<file path="config.mk">
export PLATFORM = sky130hd
export DESIGN_NAME = length_prefixed_packet_deframer_top
export DESIGN_NICKNAME = d
export VERILOG_FILES = /design/src/lppd_pkg.sv /design/src/length_prefixed_packet_deframer_top.sv /design/src/lppd_ram.sv /design/src/lppd_ctrl.sv /design/src/lppd_dp.sv
export SDC_FILE = /design/constraint.sdc
export NUM_CORES = 1
export LEC_CHECK = 0
export BUFFER_PORTS_ARGS = -buffer_cell sky130_fd_sc_hd__buf_2
export CORE_MARGIN = 1
export CORE_UTILIZATION = 40
export DETAILED_ROUTE_END_ITERATION = 12
export HOLD_SLACK_MARGIN = 0.12
export PLACE_DENSITY = 0.58
export SLEW_MARGIN = 30
export SYNTH_ARGS = -nofsm -noshare
export SYNTH_HDL_FRONTEND = slang
export SYNTH_SLANG_ARGS = --single-unit
export TNS_END_PERCENT = 10
</file>
<file path="constraint.sdc">
create_clock -name clk -period 5.76 [get_ports clk]
set_clock_uncertainty 0.15 [all_clocks]
set_input_delay 0.288 -clock clk [delete_from_list [all_inputs] [get_ports clk]]
set_output_delay 0.288 -clock clk [all_outputs]
set_load 0.1 [all_outputs]
</file>
<file path="src/lppd_pkg.sv">
`default_nettype none
package lppd_pkg;

	localparam int BUFFER_BYTES = 32;
	// Three bytes of the buffer are reserved by the frame format.
	localparam int STORE_DEPTH  = BUFFER_BYTES - 3;
	localparam int ADDR_W       = $clog2(STORE_DEPTH);
	localparam int LEN_W        = 5;
	localparam int BYTE_W       = 8;
	localparam int IDX_W        = 2;

	localparam logic [LEN_W-1:0] MAX_LEN = LEN_W'(STORE_DEPTH);

	localparam logic [IDX_W-1:0] REG_START_MARKER = 2'd0;
	localparam logic [IDX_W-1:0] REG_ACK_MARKER   = 2'd1;
	localparam logic [IDX_W-1:0] REG_MAX_PAYLOAD  = 2'd2;

	localparam logic [BYTE_W-1:0] START_MARKER_RST = 8'hA0;
	localparam logic [BYTE_W-1:0] ACK_MARKER_RST   = 8'hB0;

	localparam logic KIND_PAYLOAD = 1'b0;
	localparam logic KIND_ACK     = 1'b1;

	typedef struct packed {
		logic take_seq;
		logic take_len;
		logic take_data;
		logic rd_start;
		logic rd_next;
		logic load_pay;
		logic load_ack0;
		logic load_ack1;
	} lppd_cmd_t;

	typedef struct packed {
		logic start_hit;
		logic len_too_big;
		logic len_zero;
		logic data_last;
		logic drain_last;
		logic busy;
		logic out_free;
	} lppd_sts_t;

endpackage
`default_nettype wire

</file>
<file path="src/length_prefixed_packet_deframer_top.sv">
// The first result of a frame is loaded through the ST_RD and ST_LD states after its last byte
// is taken, or from ST_ACK0 when only the acknowledge is sent (zero length or a busy bus).
// Throughput: one link byte per cycle while a frame is received; a completing frame of n
// payload bytes then takes one store read, n payload items and two acknowledge items, or
// the two acknowledge items alone, and no byte is taken meanwhile.
// Reset: registers return to their defaults, the block hunts and the output is empty.
`default_nettype none
module length_prefixed_packet_deframer_top
	import lppd_pkg::*;
(
	input  wire logic              clk,
	input  wire logic              arst_n,
	input  wire logic              cfg_valid,
	output logic                   cfg_ready,
	input  wire logic [IDX_W-1:0]  cfg_index,
	input  wire logic [BYTE_W-1:0] cfg_data,
	input  wire logic              in_valid,
	output logic                   in_ready,
	input  wire logic [BYTE_W-1:0] rx_byte,
	input  wire logic              bus_busy,
	output logic                   out_valid,
	input  wire logic              out_ready,
	output logic                   out_kind,
	output logic      [BYTE_W-1:0] out_byte,
	output logic      [LEN_W-1:0]  packet_length,
	output logic                   out_last
);

	lppd_cmd_t cmd;
	lppd_sts_t sts;

	assign cfg_ready = 1'b1;

	lppd_ctrl u_ctrl (
		.clk     (clk),
		.arst_n  (arst_n),
		.in_valid(in_valid),
		.in_ready(in_ready),
		.sts     (sts),
		.cmd     (cmd)
	);

	lppd_dp u_dp (
		.clk          (clk),
		.arst_n       (arst_n),
		.cfg_we       (cfg_valid && cfg_ready),
		.cfg_index    (cfg_index),
		.cfg_data     (cfg_data),
		.rx_byte      (rx_byte),
		.bus_busy     (bus_busy),
		.cmd          (cmd),
		.sts          (sts),
		.out_ready    (out_ready),
		.out_valid    (out_valid),
		.out_kind     (out_kind),
		.out_byte     (out_byte),
		.packet_length(packet_length),
		.out_last     (out_last)
	);

	// No link byte is taken while the store is being drained.
	a_no_input_in_drain: assert property (@(posedge clk) disable iff (!arst_n)
		(cmd.rd_start || cmd.rd_next || cmd.load_pay) |-> !in_ready)
		else $error("input taken while draining the store");

	// The sequence byte of the acknowledge is the last result and is shown next cycle.
	a_ack_last: assert property (@(posedge clk) disable iff (!arst_n)
		cmd.load_ack1 |=> (out_valid && out_last && out_kind == KIND_ACK))
		else $error("acknowledge tail not presented as last item");

	// A payload item only comes from a frame with a nonzero length.
	a_payload_len: assert property (@(posedge clk) disable iff (!arst_n)
		(out_valid && out_kind == KIND_PAYLOAD) |-> (packet_length != '0 && !out_last))
		else $error("payload item with zero length or marked last");

	// An item is loaded only when the output register is free.
	a_no_overrun: assert property (@(posedge clk) disable iff (!arst_n)
		(out_valid && !out_ready) |-> !(cmd.load_pay || cmd.load_ack0 || cmd.load_ack1))
		else $error("output register overwritten while stalled");

endmodule
`default_nettype wire

</file>
<file path="src/lppd_ram.sv">
`default_nettype none
module lppd_ram #(
	parameter int WIDTH = 8,
	parameter int DEPTH = 32
) (
	input  wire logic                     clk,
	input  wire logic                     we,
	input  wire logic [$clog2(DEPTH)-1:0] waddr,
	input  wire logic [WIDTH-1:0]         wdata,
	input  wire logic                     re,
	input  wire logic [$clog2(DEPTH)-1:0] raddr,
	output logic      [WIDTH-1:0]         rdata
);

	logic [WIDTH-1:0] mem_q [DEPTH];

	always_ff @(posedge clk) begin
		if (we) begin
			mem_q[waddr] <= wdata;
		end
		if (re) begin
			rdata <= mem_q[raddr];
		end
	end

endmodule
`default_nettype wire

</file>
<file path="src/lppd_ctrl.sv">
`default_nettype none
module lppd_ctrl
	import lppd_pkg::*;
(
	input  wire logic      clk,
	input  wire logic      arst_n,
	input  wire logic      in_valid,
	output logic           in_ready,
	input  wire lppd_sts_t sts,
	output lppd_cmd_t      cmd
);

	localparam logic [2:0] ST_HUNT = 3'd0;
	localparam logic [2:0] ST_SEQ  = 3'd1;
	localparam logic [2:0] ST_LEN  = 3'd2;
	localparam logic [2:0] ST_DATA = 3'd3;
	localparam logic [2:0] ST_RD   = 3'd4;
	localparam logic [2:0] ST_LD   = 3'd5;
	localparam logic [2:0] ST_ACK0 = 3'd6;
	localparam logic [2:0] ST_ACK1 = 3'd7;

	logic [2:0] state_q;
	logic [2:0] state_nxt;

	always_comb begin
		cmd       = '0;
		in_ready  = 1'b0;
		state_nxt = state_q;
		unique case (state_q)
			ST_HUNT: begin
				in_ready = 1'b1;
				if (in_valid && sts.start_hit) begin
					state_nxt = ST_SEQ;
				end
			end
			ST_SEQ: begin
				in_ready = 1'b1;
				if (in_valid) begin
					cmd.take_seq = 1'b1;
					state_nxt    = ST_LEN;
				end
			end
			ST_LEN: begin
				in_ready = 1'b1;
				if (in_valid) begin
					if (sts.len_too_big) begin
						state_nxt = ST_HUNT;
					end else begin
						cmd.take_len = 1'b1;
						state_nxt    = sts.len_zero ? ST_ACK0 : ST_DATA;
					end
				end
			end
			ST_DATA: begin
				in_ready = 1'b1;
				if (in_valid) begin
					cmd.take_data = 1'b1;
					if (sts.data_last) begin
						// A busy bus drops the payload but still gets the acknowledge.
						state_nxt = sts.busy ? ST_ACK0 : ST_RD;
					end
				end
			end
			ST_RD: begin
				cmd.rd_start = 1'b1;
				state_nxt    = ST_LD;
			end
			ST_LD: begin
				if (sts.out_free) begin
					cmd.load_pay = 1'b1;
					if (sts.drain_last) begin
						state_nxt = ST_ACK0;
					end else begin
						cmd.rd_next = 1'b1;
					end
				end
			end
			ST_ACK0: begin
				if (sts.out_free) begin
					cmd.load_ack0 = 1'b1;
					state_nxt     = ST_ACK1;
				end
			end
			ST_ACK1: begin
				if (sts.out_free) begin
					cmd.load_ack1 = 1'b1;
					state_nxt     = ST_HUNT;
				end
			end
			default: begin
				state_nxt = ST_HUNT;
			end
		endcase
	end

	always_ff @(posedge clk or negedge arst_n) begin
		if (!arst_n) begin
			state_q <= ST_HUNT;
		end else begin
			state_q <= state_nxt;
		end
	end

endmodule
`default_nettype wire

</file>
<file path="src/lppd_dp.sv">
`default_nettype none
module lppd_dp
	import lppd_pkg::*;
(
	input  wire logic              clk,
	input  wire logic              arst_n,
	input  wire logic              cfg_we,
	input  wire logic [IDX_W-1:0]  cfg_index,
	input  wire logic [BYTE_W-1:0] cfg_data,
	input  wire logic [BYTE_W-1:0] rx_byte,
	input  wire logic              bus_busy,
	input  wire lppd_cmd_t         cmd,
	output lppd_sts_t              sts,
	input  wire logic              out_ready,
	output logic                   out_valid,
	output logic                   out_kind,
	output logic      [BYTE_W-1:0] out_byte,
	output logic      [LEN_W-1:0]  packet_length,
	output logic                   out_last
);

	logic [BYTE_W-1:0] start_marker_q;
	logic [BYTE_W-1:0] ack_marker_q;
	logic [LEN_W-1:0]  max_payload_q;
	logic [BYTE_W-1:0] seq_q;
	logic [LEN_W-1:0]  frame_len_q;
	logic [LEN_W-1:0]  taken_q;
	logic [ADDR_W-1:0] rd_cnt_q;
	logic              out_valid_q;
	logic [LEN_W-1:0]  limit;
	logic [LEN_W:0]    taken_inc;
	logic [ADDR_W:0]   rd_inc;
	logic              ram_re;
	logic [ADDR_W-1:0] ram_raddr;
	logic [BYTE_W-1:0] ram_rdata;

	// A limit above the store size acts as the store size.
	assign limit     = (max_payload_q > MAX_LEN) ? MAX_LEN : max_payload_q;
	assign taken_inc = {1'b0, taken_q} + (LEN_W+1)'(1);
	assign rd_inc    = {1'b0, rd_cnt_q} + (ADDR_W+1)'(1);

	assign sts.start_hit   = (rx_byte == start_marker_q);
	assign sts.len_too_big = (rx_byte > {{(BYTE_W-LEN_W){1'b0}}, limit});
	assign sts.len_zero    = (rx_byte == '0);
	assign sts.data_last   = (taken_inc == {1'b0, frame_len_q});
	assign sts.drain_last  = ((LEN_W+1)'(rd_inc) == {1'b0, frame_len_q});
	assign sts.busy        = bus_busy;
	assign sts.out_free    = !out_valid_q || out_ready;

	// Reads run one address ahead, so the next byte is ready when the output frees up.
	assign ram_re    = cmd.rd_start || cmd.rd_next;
	assign ram_raddr = cmd.rd_start ? '0 : rd_inc[ADDR_W-1:0];

	lppd_ram #(
		.WIDTH(BYTE_W),
		.DEPTH(STORE_DEPTH)
	) u_store (
		.clk  (clk),
		.we   (cmd.take_data),
		.waddr(taken_q[ADDR_W-1:0]),
		.wdata(rx_byte),
		.re   (ram_re),
		.raddr(ram_raddr),
		.rdata(ram_rdata)
	);

	always_ff @(posedge clk or negedge arst_n) begin
		if (!arst_n) begin
			start_marker_q <= START_MARKER_RST;
			ack_marker_q   <= ACK_MARKER_RST;
			max_payload_q  <= MAX_LEN;
			seq_q          <= '0;
			frame_len_q    <= '0;
			taken_q        <= '0;
			rd_cnt_q       <= '0;
			out_valid_q    <= 1'b0;
		end else begin
			if (cfg_we) begin
				unique case (cfg_index)
					REG_START_MARKER: start_marker_q <= cfg_data;
					REG_ACK_MARKER:   ack_marker_q   <= cfg_data;
					REG_MAX_PAYLOAD:  max_payload_q  <= cfg_data[LEN_W-1:0];
					default: begin
					end
				endcase
			end
			if (cmd.take_seq) begin
				seq_q <= rx_byte;
			end
			if (cmd.take_len) begin
				frame_len_q <= rx_byte[LEN_W-1:0];
				taken_q     <= '0;
			end else if (cmd.take_data) begin
				taken_q <= taken_inc[LEN_W-1:0];
			end
			if (cmd.rd_start) begin
				rd_cnt_q <= '0;
			end else if (cmd.rd_next) begin
				rd_cnt_q <= rd_inc[ADDR_W-1:0];
			end
			if (cmd.load_pay || cmd.load_ack0 || cmd.load_ack1) begin
				out_valid_q <= 1'b1;
			end else if (out_ready) begin
				out_valid_q <= 1'b0;
			end
		end
	end

	always_ff @(posedge clk) begin
		if (cmd.load_pay || cmd.load_ack0 || cmd.load_ack1) begin
			packet_length <= frame_len_q;
			out_last      <= cmd.load_ack1;
			out_kind      <= cmd.load_pay ? KIND_PAYLOAD : KIND_ACK;
			priority if (cmd.load_pay) begin
				out_byte <= ram_rdata;
			end else if (cmd.load_ack0) begin
				out_byte <= ack_marker_q;
			end else begin
				out_byte <= seq_q;
			end
		end
	end

	assign out_valid = out_valid_q;

endmodule
`default_nettype wire
</file>
==> qor.csv, run 1 <==
stage,metric,value,unit
layout,layout cells sized above 1,0.183,
clocking,Post-CTS Resized,0,
layout,"commonest non-fill, non-tap cell in the layout",edfxtp_1,
clocking,TritonCTS clock tree,done,
clocking,Hold Buf Count CTS,11,
power_and_ir_drop,pwr dens,496,nW/um2
routing,Initial DRC Count,583,
power_and_ir_drop,Tot Pwr,7.20,mW
layout,most frequent cells in the layout,"edfxtp_1 (255), nor2_1 (81), nand2_1 (59), mux2_2 (45), buf_2 (40)",
grt,initial antenna violation count,1,
layout,fin util,0.461,
layout,Nets,952,
grt,Total GRT Usage,0.192,
routing,DRC errors left,0,
floorplan,CORE AREA,31500,um2
layout,area grow syn2layout,13.6,%
timing,Setup WS post-layout,2330,ps
timing,Slew @ Worst Pin,928,ps
clocking,CTS Buffer Depth,3,
critical_path,Worst Setup End Kind,register,
placed_design,pre-CTS setup slack,2370,ps
critical_path,"reg-to-reg slack, setup",2330,ps
floorplan,Row Count,65,
synth,Synthesis Warnings,0,
critical_path,CP max-delay cell,buf_4,
floorplan,io pins,42,
layout,antenna cells,0,
routing,WL final,31.2,mm
clocking,Worst-Skew Late Latency,500,ps
routing,Routed Antenna Nets,0,
synth,number of synthesized flops with an enable pin,255,
synth,Synth Area per Inst,14.7,um2
clocking,Root Driver,clkbuf_16,
timing,final setup fails,0,
timing,final hold vios,0,
clocking,setup bufs post-CTS,0,
grt,first-pass GRT wire length,47.2,mm
grt,vias in the first global route,7632,
layout,fin area,14500,um2
critical_path,Critical Path End,u_dp.u_store.rdata[6]$_DFFE_PP_,
status,status,"finished, final reports clean",
critical_path,CP max stage delay,620,ps
routing,Vias,7660,
critical_path,crit-path cells,"nor3b_4, buf_4, nor2_4, buf_4, mux2i_1, a211oi_1, nor4_1, mux2i_1",
floorplan,Die Ht,181,um
clocking,"Reg clk slew, reported paths",60,ps
timing,TNS Setup,0,ps
floorplan,Die Footprint,32700,um2
synth,Netlist Area Pre-Place,12800,um2
power_and_ir_drop,leak pwr,4.99,nW
critical_path,crit path launch type,register,
power_and_ir_drop,VDD IR-drop max,328,uV
clocking,H-tree Lvls,2,
floorplan,Initial Util,0.406,
layout,Post-Layout Cell Count,1341,
synth,Synth Net Count,903,
placed_design,placed instance count,1273,
timing,fin. max-slew vios,0,
placed_design,port buffer count,40,
timing,final worst path period need,3430,ps
timing,Hold WS,152,ps
routing,vias per inst,5.71,
placed_design,placed cell areas,13400,um2
critical_path,length in cells of the worst reg-to-reg path,8,
placed_design,post-DP HPWL,18.8,mm
run,Max-cap violations,0,
timing,max_slew headroom,0.377,
clocking,Clock Sinks,303,
critical_path,CP arrival,3520,ps
routing,wire per inst,23.2,um
synth,Mapped Cells,869,
timing,f_max,291,MHz
critical_path,FF-to-FF End,u_dp.u_store.rdata[6]$_DFFE_PP_,
clocking,CTS Buf Count,34,
synth,Main synth FF type,edfxtp_1,
routing,Initial DRT Pass Iterations,5,
critical_path,Worst Setup Path Type,register to register,
timing,fin crit share,0.596,
hold_path,Hold Crit Class,primary input to register,
grt,largest net degree at the start of global routing,71,
grt,global route overflow,0,
synth,Synth cell types,63,
critical_path,CP Launch Point,u_ctrl.state_q[2]$_DFFE_PN0P_,
synth,Yosys reg bits,303,
critical_path,worst r2r src,u_ctrl.state_q[2]$_DFFE_PN0P_,
synth,sequential fraction of the synthesis area,0.694,
critical_path,required time worst endpoint,5840,ps
floorplan,Die Wd,181,um
synth,"Async S/R FF share, synth",0.158,
placed_design,GP Congestion,0.862,
timing,RSZ-0062 raised after global routing,false,
critical_path,crit-path max FO,52,
==> critical path, delay by kind of cell (launching register included) <==
family	cells	cell delay (ps)
simple gates	3	1080
buf+inv	2	830
flops	1	510
mux	2	410
compound gates	1	110
==> metal layers <==
metal | GRT usage | wire length (um) | vias to the layer above
met5 | 0 | 8 | -
li1 | - | - | 3472
met1 | 0.261 | 13400 | 3837
met2 | 0.308 | 14700 | 277
met3 | 0.0399 | 2210 | 72
met4 | 0.0626 | 800 | 2
==> sequential cells by signal (all words and copies together), names as in the netlist, 3 cells and up <==
signal / count
u_dp.packet_length: 5
u_ctrl.state_q: 3
u_dp.seq_q: 8
u_dp.out_byte: 8
u_dp.u_store.rdata: 8
u_dp.frame_len_q: 5
u_dp.u_store.mem_q: 232
u_dp.start_marker_q: 8
u_dp.rd_cnt_q: 5
u_dp.max_payload_q: 5
u_dp.ack_marker_q: 8
u_dp.taken_q: 5
==> cell usage after synthesis, types with 4 or more instances <==
cell	number	area [um2]
a211oi_1	14	105
a21oi_1	27	135
a221oi_1	11	96.3
a31oi_1	14	87.6
a32oi_1	4	35.0
and3_1	7	43.8
buf_1	4	15.0
buf_2	11	55.1
clkbuf_1	31	116
dfrtp_1	39	976
dfstp_2	9	236
edfxtp_1	255	7660
ha_1	10	125
inv_1	9	33.8
mux2_2	45	507
mux2i_1	34	340
mux4_2	8	180
nand2_1	60	225
nand2b_1	6	37.5
nand3_1	15	75.1
nand3b_1	4	30.0
nor2_1	81	304
nor2b_1	12	75.1
nor3_1	5	25.0
o211ai_1	19	143
o21ai_0	16	80.1
o221ai_1	27	236
o22ai_1	7	43.8
o311ai_0	6	52.6
o32ai_1	6	52.6
xnor2_1	19	166
xor2_1	5	43.8
==> power breakdown <==
part	leakage [nW]	internal, mW	switching [mW]
Clock	0.497	1.20	0.839
Combinational	1.63	0.827	1.55
Sequential	2.87	2.60	0.178
Total	4.99	4.63	2.57
==> worst min-delay path by stage <==
stage / depth (start not counted) / start / endpoint
after floorplan: 0 / arst_n / u_ctrl.state_q[0]$_DFFE_PN0P_
after global placement: 2 / arst_n / u_dp.frame_len_q[0]$_DFFE_PN0P_
after detailed placement: 2 / arst_n / u_dp.frame_len_q[2]$_DFFE_PN0P_
after CTS: 5 / in_valid / u_dp.taken_q[3]$_DFFE_PN0P_
after global routing: 5 / in_valid / u_dp.taken_q[3]$_DFFE_PN0P_
final: 5 / in_valid / u_dp.taken_q[3]$_DFFE_PN0P_
==> logic make-up (layout without fill, tap and decap cells) <==
family | count (synthesis) | in the layout | synth area share
mux | 87 | 87 | 0.0804
fa+ha+maj | 10 | 10 | 0.00980
simple gates | 214 | 214 | 0.0787
compound gates | 166 | 166 | 0.0939
xor+xnor | 27 | 27 | 0.0214
flops | 303 | 303 | 0.694
other cells | 1 | 1 | 0.000294
buf+inv | 61 | 131 | 0.0212
==> layout make-up <==
type                       instances  area [um2]
tap                              402         503
sequential                       303        8870
inverter                           9        33.8
fill                            2758       17000
clock inverter                    13         123
timing repair buffer              65         415
multi-input combinational        505        3660
clock buffer                      44         910
(Power assumes the default switching activity.)
==> run 2: changes to the inputs <==
Clock period 5.76 ns to 3.45 ns, I/O delays scaled along.
==> run 2 against run 1 <==
- worst hold slack lost 46 ps
- count of clock-buffer cells in the layout grew 2
- critical path depth shrank 2
- clock power grew 73%
- flip-flop and latch count is the same
- sequential power grew 65%
- register-to-register slack lost 1900 ps
- die area is the same
- highest routed layer is now met4
- global-route usage grew 0.31 points
- via count grew 1.6%
==> qor.csv, run 2 (synthesis gave the netlist of run 1 again) <==
stage,metric,value,unit
critical_path,crit path launch type,register,
grt,global route overflow,0,
power_and_ir_drop,VDD IR-drop max,420,uV
timing,final hold vios,0,
grt,largest net degree at the start of global routing,62,
clocking,CTS Buf Count,34,
clocking,H-tree Lvls,2,
placed_design,GP Congestion,0.840,
routing,wire per inst,22.5,um
layout,layout cells sized above 1,0.217,
layout,"commonest non-fill, non-tap cell in the layout",edfxtp_1,
grt,vias in the first global route,7827,
clocking,CTS Buffer Depth,3,
clocking,Clock Sinks,303,
clocking,"Reg clk slew, reported paths",60,ps
layout,antenna cells,0,
grt,first-pass GRT wire length,47.7,mm
layout,most frequent cells in the layout,"edfxtp_1 (255), nor2_1 (81), nand2_1 (60), buf_4 (55), mux2_2 (45)",
timing,fin. max-slew vios,0,
timing,final worst path period need,3050,ps
layout,Layout fillers,2717,
routing,vias per inst,5.57,
placed_design,placed instance count,1315,
grt,Total GRT Usage,0.195,
clocking,Root Driver,clkbuf_16,
layout,Top reg by flops,u_dp.u_store.mem_q,
critical_path,Worst Setup End Kind,register,
critical_path,Worst Setup Path Type,register to register,
layout,area grow syn2layout,17.5,%
timing,Hold WS,105,ps
power_and_ir_drop,leak pwr,5.30,nW
critical_path,CP max stage delay,680,ps
critical_path,required time worst endpoint,3530,ps
placed_design,port buffer count,40,
timing,f_max,328,MHz
layout,max reg flops,232,
timing,RSZ-0062 raised after global routing,false,
timing,max_slew headroom,0.418,
routing,WL final,31.4,mm
grt,initial antenna violation count,0,
floorplan,Die Wd,181,um
layout,fin util,0.477,
layout,register area,8870,um2
hold_path,Hold Crit Class,primary input to asynchronous set/reset pin,
routing,Routed Antenna Nets,0,
floorplan,Die Footprint,32700,um2
critical_path,crit path buf inv count,0,
timing,fin crit share,0.884,
timing,final setup fails,0,
critical_path,CP arrival,3130,ps
routing,DRC errors left,0,
clocking,TritonCTS clock tree,done,
critical_path,"delay-heaviest family, CP",multiplexers,
layout,area of the multi-input gates,3650,um2
floorplan,Row Count,65,
floorplan,io pins,42,
critical_path,crit-path max FO,24,
floorplan,Initial Util,0.406,
placed_design,post-DP HPWL,20.2,mm
power_and_ir_drop,pwr dens,818,nW/um2
floorplan,CORE AREA,31500,um2
routing,Initial DRC Count,622,
clocking,setup bufs post-CTS,0,
layout,Nets,1006,
layout,Post-Layout Cell Count,1398,
status,status,"finished, final reports clean",
routing,Initial DRT Pass Iterations,5,
critical_path,CP max-delay cell,nor2_4,
timing,TNS Setup,0,ps
routing,Vias,7780,
floorplan,Die Ht,181,um
run,Max-cap violations,0,
clocking,Worst-Skew Late Latency,510,ps
critical_path,crit-path cells,"nor3b_4, nor2_4, mux4_2, mux2_2, o32ai_1, a31oi_1",
timing,Slew @ Worst Pin,871,ps
run 2: timing repair:
action / 4_1_cts / 5_1_grt
hold buffers: 23 / 0
endpoints found under the hold margin: 100 / 0
gates resized for setup: 0 / 0
run 2: area by class of cell:
cell class	instances	area share
Sequential cell	303	0.591
Multi-Input combinational cell	505	0.244
Clock buffer	46	0.0618
Timing Repair Buffer	119	0.0575
Tap cell	402	0.0335
Clock inverter	14	0.0101
Inverter	9	0.00225
run 2: report_power, final:
group | internal, mW | switching (mW) | total [mW] | leakage (nW)
registers | 4.34 | 0.234 | 4.57 | 2.87
logic | 1.52 | 2.65 | 4.17 | 1.90
clock network | 2.12 | 1.42 | 3.53 | 0.531
run 2: path summary, 6_finish.rpt:
path	startpoint	endpoint	slack, ps	cells past startpoint
hold / removal	arst_n	u_dp.rd_cnt_q[4]$_DFFE_PN0P_	110	3
max in group asynchronous	arst_n	u_dp.rd_cnt_q[0]$_DFFE_PN0P_	1980	3
min in group clk	rx_byte[4]	u_dp.u_store.mem_q[28][4]$_DFFE_PP_	120	2
setup / recovery	u_ctrl.state_q[1]$_DFFE_PN0P_	u_dp.u_store.rdata[1]$_DFFE_PP_	400	6
hold reg to reg	u_dp.seq_q[7]$_DFFE_PN0P_	u_dp.seq_q[7]$_DFFE_PN0P_	350	1
setup reg to reg	u_ctrl.state_q[1]$_DFFE_PN0P_	u_dp.u_store.rdata[1]$_DFFE_PP_	400	6
run 2: layer usage:
layer | vias up | share of wire | GRT usage
li1 | 3561 | - | -
met1 | 3910 | 0.44 | 0.268
met2 | 241 | 0.47 | 0.313
met3 | 68 | 0.052 | 0.0286
met4 | 0 | 0.034 | 0.0769
met5 | - | 0 | 0
run 2: through the flow:
step	power (mW)	setup WS [ps]	instance area [um2]
6_report	12.3	400	15000
4_1_cts	12.3	425	15000
5_1_grt	12.8	261	15000
3_3_place_gp	8.74	451	13700
2_1_floorplan	7.52	639	12800
3_5_place_dp	8.78	437	13700
run 2: worst min-delay path: stages:
cell           delay (ps)
dlygate4sd3_1         520
buf_2                 120
buf_4                 380
==> run 3: changes to the inputs <==
Settings changed: SYNTH_HIERARCHICAL set to 1.
==> run 3 against run 2 <==
- the flow now finishes with violations (DRC)
- synthesized area shrank 1.5%
- synthesized cell count fell by 15%
- cell count shrank 9.7%
- highest routed layer unchanged
==> qor.csv, run 3 <==
stage,metric,value,unit
timing,RSZ-0062 raised after global routing,false,
grt,initial antenna violation count,1,
clocking,"Reg clk slew, reported paths",60,ps
synth,Netlist Area Pre-Place,12600,um2
power_and_ir_drop,Power Internal,7.42,mW
grt,met1 Usage GRT,0.265,
grt,met3 Use GR,0.0304,
synth,number of synthesized flops with an enable pin,255,
synth,Adder-Cell Fraction of Synth Area,0.00696,
timing,fin. max-slew vios,0,
timing,max_slew headroom,0.351,
synth,Synth Area per Inst,17.0,um2
power_and_ir_drop,leak pwr,5.08,nW
placed_design,GP Congestion,0.808,
placed_design,post-DP HPWL,18.4,mm
critical_path,CP max stage delay,550,ps
clocking,Post-CTS Resized,0,
critical_path,crit-path max FO,10,
critical_path,Worst Setup Path Type,register to register,
status,failing checks,DRC,
routing,wire per inst,22.9,um
synth,Synth area leaders,"edfxtp_1 (61%), dfrtp_1 (7.8%), mux4_2 (5.4%), mux2_2 (4.5%), mux2i_1 (2.2%)",
power_and_ir_drop,Tot Pwr,10.6,mW
floorplan,Die Ht,179,um
grt,vias in the first global route,7037,
synth,Synth top cells by count,"edfxtp_1 (255), nor2_1 (52), mux2_2 (50), dfrtp_1 (39), nand2_1 (31)",
grt,largest net degree at the start of global routing,59,
floorplan,CORE AREA,30700,um2
synth,post-synthesis xor/xnor area fraction,0.0202,
critical_path,worst r2r src,u_dp/max_payload_q[4]$_DFFE_PN1P_,
synth,Mapped Cells,738,
routing,Initial DRC Count,555,
timing,Slew @ Worst Pin,970,ps
critical_path,required time worst endpoint,3690,ps
critical_path,"delay-heaviest family, CP",simple AND/OR/NAND/NOR gates,
floorplan,Die Footprint,32200,um2
synth,cell with the most instances after synthesis,edfxtp_1,
critical_path,Worst Setup End Kind,register,
power_and_ir_drop,pwr dens,724,nW/um2
placed_design,port buffer count,40,
run,Max-cap violations,0,
critical_path,crit path launch type,register,
synth,Synth Net Count,769,
clocking,Hold Buf Count CTS,23,
power_and_ir_drop,sequential power share,0.427,
synth,sequential fraction of the synthesis area,0.705,
layout,area grow syn2layout,16.9,%
critical_path,"reg-to-reg slack, setup",470,ps
synth,"Async S/R FF share, synth",0.158,
grt,first-pass GRT wire length,43.4,mm
layout,fin area,14700,um2
synth,Synthesis Warnings,6,
clocking,TritonCTS clock tree,done,
critical_path,CP arrival,3220,ps
synth,largest family of logic cells by synthesized area,multiplexers,
layout,antenna cells,0,
power_and_ir_drop,NetSw,3.22,mW
critical_path,Critical Path Stages,10,
layout,layout cells sized above 1,0.265,
timing,TNS Setup,0,ps
synth,Main synth FF type,edfxtp_1,
routing,Routed Antenna Nets,0,
routing,WL final,29.0,mm
layout,"commonest non-fill, non-tap cell in the layout",edfxtp_1,
layout,most frequent cells in the layout,"edfxtp_1 (255), mux2_2 (50), nor2_1 (49), buf_4 (41)",
placed_design,placed instance count,1180,
layout,Post-Layout Cell Count,1263,
synth,Post-Synth Simple-Gate Area,0.0603,
layout,Nets,874,
clocking,CTS Buf Count,34,
timing,final setup fails,0,
power_and_ir_drop,clock share of power,0.324,
floorplan,Row Count,64,
grt,GR peak layer,met2,
placed_design,placed cell areas,13400,um2
clocking,CTS Buffer Depth,3,
timing,final hold vios,0,
critical_path,crit path buf inv count,2,
critical_path,length in cells of the worst reg-to-reg path,10,
clocking,Root Driver,clkbuf_16,
synth,top cell type by total area after synthesis,edfxtp_1,
grt,met2 GRT Util,0.303,
routing,vias per inst,5.45,
synth,mux cell area share after synthesis,0.143,
grt,global route overflow,0,
floorplan,Initial Util,0.409,
placed_design,pre-CTS setup slack,507,ps
layout,Top reg by flops,u_dp/u_store/mem_q,
critical_path,crit-path cells,"inv_1, o31ai_1, ha_1, nor2b_1, o211ai_1, a21oi_1, or2_2, nor3_1, buf_4, mux2_2",
critical_path,CP Launch Point,u_dp/max_payload_q[4]$_DFFE_PN1P_,
status,status,"finished, violations left",
grt,Total GRT Usage,0.187,
routing,Initial DRT Pass Iterations,9,
routing,Vias,6887,
power_and_ir_drop,sw frac,0.303,
synth,Synth Area in Compound Gates,0.0419,
clocking,H-tree Lvls,2,
timing,final worst path period need,2980,ps
timing,f_max,336,MHz
power_and_ir_drop,VDD IR-drop max,442,uV
clocking,Worst-Skew Late Latency,520,ps
hold_path,Hold Crit Class,primary input to register,
clocking,setup bufs post-CTS,0,
timing,Setup WS post-layout,471,ps
routing,DRC errors left,6,
synth,Synth top area share,0.609,
timing,fin crit share,0.864,
critical_path,Critical Path End,u_dp/frame_len_q[0]$_DFFE_PN0P_,
floorplan,io pins,42,
critical_path,FF-to-FF End,u_dp/frame_len_q[0]$_DFFE_PN0P_,
timing,Hold WS,111,ps
power_and_ir_drop,Gate power share,0.249,
layout,fin util,0.478,
synth,Synth cell types,52,
layout,max reg flops,232,
synth,Yosys reg bits,303,
floorplan,Die Wd,179,um
critical_path,CP max-delay cell,dfstp_2,
clocking,Clock Sinks,303,
==> run 3: layout make-up <==
cell class / count / area (um2)
inverters: 9 / 33.8
clock buffers: 46 / 927
flip-flops and latches: 303 / 8870
well taps: 396 / 495
fillers: 2607 / 16000
multi-input cells: 390 / 3450
clock inverters: 14 / 145
repair buffers: 105 / 783
==> run 3: how the worst min path moves through the flow <==
stage	startpoint	cells after the start	slack [ps]	to
floorplan	arst_n	0	-270	u_ctrl/state_q[0]$_DFFE_PN0P_
global placement	arst_n	1	260	u_dp/start_marker_q[4]$_DFFE_PN0P_
detailed placement	arst_n	1	80	u_dp/start_marker_q[6]$_DFFE_PN0P_
CTS	rx_byte[6]	1	130	u_dp/u_store/mem_q[21][6]$_DFFE_PP_
global route	rx_byte[6]	1	140	u_dp/u_store/mem_q[10][6]$_DFFE_PP_
finish	rx_byte[6]	1	110	u_dp/u_store/mem_q[28][6]$_DFFE_PP_
==> run 3: power by group through the flow <==
stage	clock network, mW	logic, mW	registers (mW)
2_1_floorplan	0	1.78	4.83
5_1_grt	3.68	2.85	4.58
3_5_place_dp	0	2.63	4.62
3_3_place_gp	0	2.58	4.60
6_report	3.45	2.65	4.55
4_1_cts	3.53	2.66	4.55
==> run 3: worst reg2reg max path: stages (launching register included) <==
cell and delay, ps:
dfstp_2 550, inv_1 60, o31ai_1 250, ha_1 280
nor2b_1 130, o211ai_1 180, a21oi_1 90, or2_2 300
nor3_1 280, buf_4 240, mux2_2 350
==> run 3: layer usage <==
metal / share of wire / wire, um / up-vias
met5: 0 / 0 / -
met4: 0.013 / 366 / 0
met3: 0.045 / 1290 / 26
met2: 0.49 / 14100 / 170
met1: 0.45 / 13200 / 3592
li1: - / - / 3099
==> run 3: kinds of logic after synthesis <==
group	Yosys count
other	1
AND/OR/NAND/NOR	149
XOR/XNOR	29
multiplexers	120
adder cells (fa/ha/maj)	7
flip-flops	303
buffers and inverters	45
AO/OA/AOI/OAI	84
